[config.mk]
export PLATFORM = sky130hd
export DESIGN_NAME = tfp_sqrt_cell
export DESIGN_NICKNAME = d
export VERILOG_FILES = /design/src/sv/tfp_pkg.sv /design/src/sv/tfp_sqrt_cell.sv
export SDC_FILE = /design/constraint.sdc
export NUM_CORES = 1
export LEC_CHECK = 0
export BUFFER_PORTS_ARGS = -buffer_cell sky130_fd_sc_hd__buf_2
export CAP_MARGIN = 20
export CORE_MARGIN = 2
export CORE_UTILIZATION = 39
export CTS_BUF_LIST = sky130_fd_sc_hd__clkbuf_16
export CTS_CLUSTER_DIAMETER = 120
export DETAILED_ROUTE_END_ITERATION = 16
export GPL_ROUTABILITY_DRIVEN = 0
export GPL_TIMING_DRIVEN = 0
export PLACE_DENSITY = 0.75
export SYNTH_ARGS = -nofsm -noshare
export SYNTH_HDL_FRONTEND = slang
export SYNTH_SLANG_ARGS = --single-unit
[constraint.sdc]
create_clock -name clock -period 2.3 [get_ports clock]
set_input_delay 0.23 -clock clock [delete_from_list [all_inputs] [get_ports clock]]
set_output_delay 0.23 -clock clock [all_outputs]
set_load 0.05 [all_outputs]
[src/sv/tfp_pkg.sv]
`timescale 1ns / 1ps
package tfp_pkg;
   localparam int FRAC_BITS_DEF = 16;
   localparam int COORD_W       = 24;
   localparam int FREQ_W        = 20;
   localparam int SPEED_W       = 21;
   localparam int ABS_W         = 25;
   localparam int SUMSQ_W       = 50;
   localparam int ROOT_W        = 25;
   localparam int SREM_W        = 26;
   localparam int DENOM_W       = 31;
   localparam int PROD_W        = ROOT_W + FREQ_W;
   localparam int CSR_IDX_W     = 2;
   localparam logic [SPEED_W-1:0] SPEED_RESET = SPEED_W'(346000);

   typedef enum logic [CSR_IDX_W-1:0] {
      CSR_TARGET_X    = 2'd0,
      CSR_TARGET_Y    = 2'd1,
      CSR_TARGET_Z    = 2'd2,
      CSR_SOUND_SPEED = 2'd3
   } csr_index_type;
endpackage

[src/sv/tfp_sqrt_cell.sv]
`timescale 1ns / 1ps
module tfp_sqrt_cell #(
   parameter int SIDE_W = tfp_pkg::FREQ_W
) (
   input  logic                          clock,
   input  logic                          reset,
   input  logic                          in_valid,
   input  logic [tfp_pkg::SUMSQ_W-1:0]   in_n,
   input  logic [tfp_pkg::SREM_W-1:0]    in_rem,
   input  logic [tfp_pkg::ROOT_W-1:0]    in_root,
   input  logic [SIDE_W-1:0]             in_side,
   output logic                          out_valid,
   output logic [tfp_pkg::SUMSQ_W-1:0]   out_n,
   output logic [tfp_pkg::SREM_W-1:0]    out_rem,
   output logic [tfp_pkg::ROOT_W-1:0]    out_root,
   output logic [SIDE_W-1:0]             out_side
);
   import tfp_pkg::*;

   logic                  valid_ff;
   logic [SUMSQ_W-1:0]    n_ff, n_in;
   logic [SREM_W-1:0]     rem_ff, rem_in;
   logic [ROOT_W-1:0]     root_ff, root_in;
   logic [SIDE_W-1:0]     side_ff;
   logic [SREM_W+1:0]     trial_val;
   logic [SREM_W+1:0]     rem_shift;
   logic [SREM_W+1:0]     diff_val;
   logic                  take;

   always_comb begin
      rem_shift = {in_rem, in_n[SUMSQ_W-1 -: 2]};
      trial_val = {(SREM_W - ROOT_W)'(0), in_root, 2'b01};
      take      = rem_shift >= trial_val;
      diff_val  = rem_shift - trial_val;
      rem_in    = take ? diff_val[SREM_W-1:0] : rem_shift[SREM_W-1:0];
      root_in   = {in_root[ROOT_W-2:0], take};
      n_in      = {in_n[SUMSQ_W-3:0], 2'b00};
   end

   always_ff @(posedge clock) begin
      if (reset) begin
         valid_ff <= 1'b0;
      end else begin
         valid_ff <= in_valid;
      end
      n_ff    <= n_in;
      rem_ff  <= rem_in;
      root_ff <= root_in;
      side_ff <= in_side;
   end

   assign out_valid = valid_ff;
   assign out_n     = n_ff;
   assign out_rem   = rem_ff;
   assign out_root  = root_ff;
   assign out_side  = side_ff;
endmodule

==> run summary <==
The run finished with clean final reports. The floorplan step set the die height to approximately 110 um. The worst-case IR drop observed on VDD is 0.6084 mV. The count of final max-slew check failures came out at 0.

In the routed design, unresolved DRC markers number 0. The post-detailed-route count of antenna-violating nets is 0. The I/O pin total is around 250.

The final layout net count came out at approximately 890. The worst setup path is captured at a flip-flop. Detailed routing inserted a total of 4277 vias. For this run, the top clock speed supported by timing is 0.4564 GHz. The total CTS buffers came out at 17.

The slowest stage of the critical path belongs to the cell a211o_1. The family with the most delay on the worst path is compound AO/OA/AOI/OAI gates. In the synthesized netlist the dominant register cell turns out to be dfxtp_1. Synthesis produced between 300 and 400 cells. The wire length per cell after detailed routing came out at roughly 17 um. In this run the worst path has a maximum fanout of 10. The summed instance area of the synthesized netlist came out at ~4300 um2. Counting I/O delays and the setup requirement, the final critical path takes between 2 and 2.5 ns.

In this run the clock root is driven by a clkbuf_16. The number of antenna violations at the first check in global routing is 3. The number of setup violations in the final report came out at 0.

The total global routing overflow is 0. The critical path data arrival time is approximately 2.5 ns. The delay of the slowest cell on the worst path is between 0.3 and 0.4 ns.

The critical path goes through buf_2, inv_1, ha_1, buf_2, nand4_1, inv_1, a211o_1, a21oi_4, o31a_1, o21a_1, buf_6, buf_12, mux2_4. The number of synthesized register bits came out at 120. The sequential share of the synthesized area came out at 0.5540.

The first global-routing pass estimated 22170 um of wire. The share of synthesized registers carrying an async set or reset is 0. In this run the number of H-tree levels came out at 4.

The total power per unit cell area is approximately 900 nW/um2. The number of enable-type register cells in the synthesized netlist came out at 0. The setup path with the least slack is of type input pin to flip-flop. The leakage power figure is roughly 3.7 nW.

The total of warnings raised by yosys is 0. The placeable core region came out at 10840 um2. The longest clock path from root to sink contains 2 buffers. For this block, the initial DRC count from the detailed router was roughly 160. Counting every sink on the clock net gives 120. The estimated wirelength of the detail-placed design came out at roughly 9600 um. The kind of path behind the tightest hold check is input pin to flip-flop. The initial utilization of the core area, before any placement, comes to 0.4000. The final wirelength is approximately 15000 um. The logic depth of the worst path, buffers included is 13. The length of the first detailed-routing pass in iterations came out at 4. The via count of the first global-routing pass came out at roughly 4300. TritonCTS built the clock tree. The global routing usage summed across all routing layers is 0.2497. The full die area came out at around 12000 um2.

The worst hold-check slack came out at about 0.058 ns. The sum of buffers and inverters on the critical path came out at 6. In this run, distinct cell masters in the synthesized netlist total between 50 and 60. The clock slew seen by the registers of the worst setup and hold paths came out at 0.05 ns. STA classifies the critical path startpoint as an input pin. Buffers placed on the I/O ports in this run total 243. The average size of a mapped cell is 11.47 um2. The layout cell share with drive strength beyond 1 came out at 0.4293. The maximum number of pins on one net before global-route repair is 17.

The utilization after layout is 0.6841. The number of cell rows came out at 38. Dividing the final minimum period by the clock period gives 0.9527. The data required time at the worst endpoint came out at around 2.6 ns. The total count of hold-check failures in the final report came out at 0. The post-detailed-route via-to-cell ratio came out at around 4.8.

The x dimension of the die came out at between 100 and 150 um. The area added between synthesis and finish is 71.00%. The tool flagged a number of max-cap violations equal to 0. Along the worst hold path, the cell count comes to 2.
[final timing paths]
| check | startpoint | slack, ns | end |
|---|---|---|---|
| worst max-delay path | in_root[10] | 0.11 | out_rem[15]$_DFF_P_ |
| worst min-delay path | in_rem[2] | 0.06 | out_rem[4]$_DFF_P_ |
[registers in the layout, indices dropped and copies added, names as in the netlist]
register	cells
out_root	25
out_side	20
out_rem	26
out_n	48
out_valid	1
[routing by layer]
layer / up-vias / track usage / share of wire
met5: - / 0 / 0
met1: 1980 / 0.2345 / 0.35
met2: 206 / 0.4497 / 0.51
met4: 0 / 0.1365 / 0.048
met3: 58 / 0.1126 / 0.089
li1: 2033 / - / -
[logic make-up after synthesis]
logic type / share of synthesized area
AO/OA/AOI/OAI: 0.1304
XOR/XNOR: 0.04847
adder cells (fa/ha/maj): 0.07790
buffers and inverters: 0.04934
flip-flops: 0.5540
multiplexers: 0.07588
other: 0.0008647
AND/OR/NAND/NOR: 0.06318
[timing repair]
action,4_1_cts,5_1_grt
setup endpoints to repair,0,22
hold endpoints to repair,93,0
buffers inserted,0,4
resized for setup,0,6
hold buffers,93,0
[cell usage after synthesis, types with 6 or more instances]
cell     instances  area [um2]
inv_1           33       123.9
ha_1            27       337.8
nand4_1          7       43.79
a21oi_1         21       105.1
nor2_1          14       52.55
a21o_1           7       52.55
dfxtp_1        120        2402
o21ai_0         10       50.05
mux2_1           7       78.83
xnor2_1         20       175.2
nand2_1         12       45.04
mux2_4          16       240.2
buf_2            6       30.03
[power breakdown]
group | internal, mW | switching, mW
sequential | 2.27 | 0.0504
clock | 1.57 | 0.944
combinational | 0.649 | 1.17
[area by class of cell]
type	count	area [um2]
plain buffers	12	116.4
flip-flops and latches	120	2402
clock buffers	17	425.4
diodes	3	7.507
repair buffers	340	2177
clock inverters	15	138.9
multi-input cells	212	1846
fillers	775	3425
well taps	140	175.2
inverters	34	127.6
[metrics by stage]
| step | power [mW] | worst slack, ns | instances | area, um2 | TNS (ns) |
|---|---|---|---|---|---|
| 3_5_place_dp | 3.999 | -0.4252 | 762 | 5851 | -9.342 |
| 2_1_floorplan | 3.587 | 0.002752 | 379 | 4459 | 0 |
| 6_report | 6.654 | 0.1088 | 893 | 7416 | 0 |
| 5_1_grt | 6.890 | -0.01919 | 893 | 7416 | -0.2341 |
| 3_3_place_gp | 3.983 | -0.4156 | 762 | 5851 | -9.189 |
| 4_1_cts | 6.642 | 0.01053 | 887 | 7346 | 0 |
[placed cells by master (no fill, tap or decap), drive strengths merged, types with 6 or more instances in the layout]
cell type,n
a21o,7
a21oi,23
buf,258
clkbuf,18
clkinv,6
dfxtp,120
dlygate4sd3,93
ha,27
inv,38
mux2,23
nand2,12
nand4,7
nor2,14
o21ai,13
xnor2,20
Power figures use the tool's default switching activity.
