[config.mk]
export PLATFORM = sky130hd
export DESIGN_NAME = tfp_div_cell
export DESIGN_NICKNAME = d
export VERILOG_FILES = /design/src/sv/tfp_pkg.sv /design/src/sv/tfp_div_cell.sv
export SDC_FILE = /design/constraint.sdc
export NUM_CORES = 1
export LEC_CHECK = 0
export ABC_AREA = 1
export BUFFER_PORTS_ARGS = -buffer_cell sky130_fd_sc_hd__buf_2
export CORE_ASPECT_RATIO = 1.1
export CORE_MARGIN = 10
export CORE_UTILIZATION = 25
export CTS_CLUSTER_SIZE = 20
export DETAILED_ROUTE_END_ITERATION = 10
export PLACE_DENSITY = 0.56
export SYNTH_ARGS = -nofsm -noshare
export SYNTH_HDL_FRONTEND = slang
export SYNTH_SLANG_ARGS = --single-unit
[constraint.sdc]
create_clock -name clock -period 5.3 [get_ports clock]
set_input_delay 0.795 -clock clock [delete_from_list [all_inputs] [get_ports clock]]
set_output_delay 0.795 -clock clock [all_outputs]
set_load 0.05 [all_outputs]
[src/sv/tfp_pkg.sv]
`timescale 1ns / 1ps
package tfp_pkg;
   localparam int FRAC_BITS_DEF = 16;
   localparam int COORD_W       = 24;
   localparam int FREQ_W        = 20;
   localparam int SPEED_W       = 21;
   localparam int ABS_W         = 25;
   localparam int SUMSQ_W       = 50;
   localparam int ROOT_W        = 25;
   localparam int SREM_W        = 26;
   localparam int DENOM_W       = 31;
   localparam int PROD_W        = ROOT_W + FREQ_W;
   localparam int CSR_IDX_W     = 2;
   localparam logic [SPEED_W-1:0] SPEED_RESET = SPEED_W'(346000);

   typedef enum logic [CSR_IDX_W-1:0] {
      CSR_TARGET_X    = 2'd0,
      CSR_TARGET_Y    = 2'd1,
      CSR_TARGET_Z    = 2'd2,
      CSR_SOUND_SPEED = 2'd3
   } csr_index_type;
endpackage

[src/sv/tfp_div_cell.sv]
`timescale 1ns / 1ps
module tfp_div_cell #(
   parameter int FRAC_BITS = tfp_pkg::FRAC_BITS_DEF
) (
   input  logic                              clock,
   input  logic                              reset,
   input  logic [tfp_pkg::DENOM_W-1:0]       denom,
   input  logic                              in_valid,
   input  logic [tfp_pkg::PROD_W+FRAC_BITS-1:0] in_dvd,
   input  logic [tfp_pkg::DENOM_W-1:0]       in_rem,
   input  logic [FRAC_BITS-1:0]              in_q,
   output logic                              out_valid,
   output logic [tfp_pkg::PROD_W+FRAC_BITS-1:0] out_dvd,
   output logic [tfp_pkg::DENOM_W-1:0]       out_rem,
   output logic [FRAC_BITS-1:0]              out_q
);
   import tfp_pkg::*;

   localparam int DVD_W = PROD_W + FRAC_BITS;

   logic                valid_ff;
   logic [DVD_W-1:0]    dvd_ff, dvd_in;
   logic [DENOM_W-1:0]  rem_ff, rem_in;
   logic [FRAC_BITS-1:0] q_ff, q_in;
   logic [DENOM_W:0]    rem_shift;
   logic [DENOM_W:0]    diff_val;
   logic                take;

   always_comb begin
      rem_shift = {in_rem, in_dvd[DVD_W-1]};
      take      = rem_shift >= {1'b0, denom};
      diff_val  = rem_shift - {1'b0, denom};
      rem_in    = take ? diff_val[DENOM_W-1:0] : rem_shift[DENOM_W-1:0];
      q_in      = {in_q[FRAC_BITS-2:0], take};
      dvd_in    = {in_dvd[DVD_W-2:0], 1'b0};
   end

   always_ff @(posedge clock) begin
      if (reset) begin
         valid_ff <= 1'b0;
      end else begin
         valid_ff <= in_valid;
      end
      dvd_ff <= dvd_in;
      rem_ff <= rem_in;
      q_ff   <= q_in;
   end

   assign out_valid = valid_ff;
   assign out_dvd   = dvd_ff;
   assign out_rem   = rem_ff;
   assign out_q     = q_ff;
endmodule

==> impl_metrics.py <==
metrics = {
    "sta": {
        "max_slew_margin": 0.641,
        "fin_crit_sh": 0.543,
        "slew_violations": 0,
        "setup_viol": 0,
        "period_needed_ns": 2.88,
        "finalHoldViolations": 0,
        "fin_tns_setup_ns": 0,
        "max_slew.worst_pin.slew_ns": 0.538,
        "clock.fmax_mhz": 348,
        "grt_setup_unrepaired": "no",
    },
    "clock_tree": {
        "htree_levels": 3,
        "cts_inserted_buffers": 9,
        "cts_num_sinks": 108,
        "post_cts_buffers": 0,
        "clock_path_buffers": 2,
        "cts-root-buf": "clkbuf_16",
        "cts-resized-gates": 0,
        "holdBufCountCts": 0,
        "cts_tree": "done",
        "clk_pin_slew_worst_paths_ns": 0.08,
    },
    "yosys": {
        "synth_seq_cells": 108,
        "synth_seq_area_share": 0.424,
        "synth_cell_types": 28,
        "synthSimpleGateAreaFrac": 0.323,
        "syn_inst": 741,
        "yosys_warnings": 0,
        "synth_compound_area_frac": 0.0241,
        "syn_nets": 915,
        "yosys.area_share.adder": 0.0801,
        "synth_top_family_by_area": "simple AND/OR/NAND/NOR gates",
        "syn-cell-area_mm2": 0.00509,
        "synth_mux_area_frac": 0,
        "synth_xor_xnor_area_share": 0.0241,
        "syn_avg_cell_area_um2": 6.88,
    },
    "run": {
        "drv_cap": 0,
    },
    "power": {
        "sw_frac_of_total": 0.386,
        "power.density_mw_per_mm2": 338,
        "ir_drop_v": 0.000126,
        "leakagePower_nw": 4.15,
        "power_w": 0.00233,
        "p_sw_w": 0.000901,
        "intPower_w": 0.00143,
        "combPwrFrac": 0.319,
        "p_clk_frac": 0.290,
        "seqPwrFrac": 0.390,
    },
    "drt": {
        "first_pass_iters": 4,
        "num_vias": 5069,
        "via_per_inst": 4.06,
        "routed_wl_mm": 19.1,
        "dr.first_iter.drc_count": 211,
        "post_drt_wl_per_cell_um": 15.3,
        "drc": 0,
        "ant_nets": 0,
    },
    "worst_setup_path": {
        "required_ns": 5.55,
        "cp-end-kind": "flip-flop",
        "cp-start-kind": "input pin",
        "cp_max_fo": 35,
        "worstSetupPathType": "in -> reg",
        "timing.critical_path.arrival_ns": 3.12,
    },
    "placement": {
        "gp_congestion": 0.861,
        "io_buffers": 248,
        "hpwl_mm": 16.6,
    },
    "final_layout": {
        "area.growth.synth_to_final_pct": 35.6,
        "drive_gt1_frac": 0.279,
        "fill_cells": 2190,
        "nNetsFinal": 1167,
        "num_antenna_cells": 0,
    },
    "global_route": {
        "antenna_found_initial": 5,
        "grt_use_total": 0.139,
        "grt_pass1_vias": 5111,
        "overflow": 0,
        "grt_max_degree": 36,
        "grt_first_pass_wirelength_mm": 28.4,
    },
    "die": {
        "die_w_um": 156,
        "start_util": 0.256,
        "core_area_mm2": 0.0199,
        "die_h_um": 170,
        "die_area_mm2": 0.0265,
        "io_pins": 251,
        "num_rows": 54,
    },
    "status": {
        "status": "completed",
    },
    "worst_hold_path": {
        "hp-class": "in -> reg",
    },
}
==> synth_stat cells <==
master    number  area, um^2
or2_2          2        12.5
ha_1          31         388
nor2_4         2        22.5
nand4_1        6        37.5
buf_2          4        20.0
dfxtp_1      108        2160
nor3_1         2        10.0
a21oi_1       17        85.1
nand2_4        1        11.3
nand2_1      291        1090
fa_1           1        20.0
o21bai_1       3        22.5
inv_1        151         567
nor3_2         1        10.0
buf_4          1        7.51
nand3b_1       3        22.5
o21ai_0        3        15.0
nor2_1        41         154
nand3_1       43         215
buf_6          2        22.5
or2_0          1        6.26
conb_1         1        3.75
nor2_2         2        12.5
nand2_2        2        12.5
and2_1         2        12.5
xor2_1        14         123
inv_2          4        15.0
and3_1         2        12.5
==> sequential cells by signal, indices dropped and copies added, names as in the netlist <==
| signal | flops |
|---|---|
| out_dvd | 60 |
| out_rem | 31 |
| out_q | 16 |
| out_valid | 1 |
==> cell families after synthesis <==
kind of cell / count (synthesis)
AO/OA/AOI/OAI: 23
XOR/XNOR: 14
adder cells (fa/ha/maj): 32
buffers and inverters: 162
flip-flops: 108
other: 1
AND/OR/NAND/NOR: 401
==> per-stage QoR <==
step                      cells  hold WS (ns)  instance area (um^2)  utilization  worst slack, ns
after CTS                  1250         0.524                  6910        0.347             2.35
after floorplan             741         0.823                  5090            -             2.79
after global routing       1250         0.518                  6910        0.347             2.16
after global placement     1234         0.897                  6600        0.331             1.99
final                      1250         0.536                  6910        0.347             2.42
after detailed placement   1234         0.899                  6600        0.331             1.97
==> cells in the final DEF (no fill, tap or decap), types with 2 or more instances in the layout <==
cell type / instances
nand2_1: 291
buf_2: 248
inv_1: 151
dfxtp_1: 108
nand3_1: 43
nor2_1: 41
ha_1: 31
a21oi_1: 17
xor2_1: 14
clkbuf_16: 9
nand4_1: 6
inv_2: 4
o21ai_0: 3
o21bai_1: 3
nand3b_1: 3
nand2_2: 2
nor2_4: 2
nor3_1: 2
nor2_2: 2
or2_2: 2
and3_1: 2
and2_1: 2
clkinv_4: 2
clkinv_8: 2
inv_6: 2
==> metal layers <==
layer,track usage,vias up,routed length [um]
met5,0,-,57
met4,0.0275,8,196
met3,0.0489,19,1680
met2,0.259,185,9510
met1,0.148,2155,7640
li1,-,2702,-
==> path summary, 6_finish.rpt <==
kind,depth (start not counted),end,from,slack [ns]
min,1,out_dvd[16],in_dvd[15],0.54
max,16,out_rem[22],in_dvd[60],2.42
==> critical path, stage by stage <==
cell	delay [ns]
buf_2	0.08
inv_1	0.04
ha_1	0.20
fa_1	0.36
inv_1	0.13
nand2_1	0.08
nand2_1	0.08
nand3_1	0.07
nand2_1	0.15
nand2_1	0.09
nand3_1	0.09
nand2_2	0.07
nand2_4	0.33
inv_2	0.35
nand2_1	0.14
nand2_1	0.06
==> power by group through the flow <==
stage | logic [W] | clock network (W) | registers [W]
final | 0.000745 | 0.000677 | 0.000911
after global routing | 0.000813 | 0.000737 | 0.000920
after CTS | 0.000758 | 0.000709 | 0.000915
after detailed placement | 0.000756 | 0 | 0.000933
after global placement | 0.000753 | 0 | 0.000933
after floorplan | 0.000256 | 0 | 0.00121
==> area by class of cell <==
class                           count  area [um^2]  area share
Inverter                          155          582      0.0842
Timing Repair Buffer              248         1240       0.180
Clock buffer                       10          239      0.0346
Tap cell                          252          315      0.0456
Sequential cell                   108         2160       0.313
Multi-Input combinational cell    471         2300       0.333
Clock inverter                      6         67.6     0.00978
Note: power is estimated with default switching activity, not from simulation.
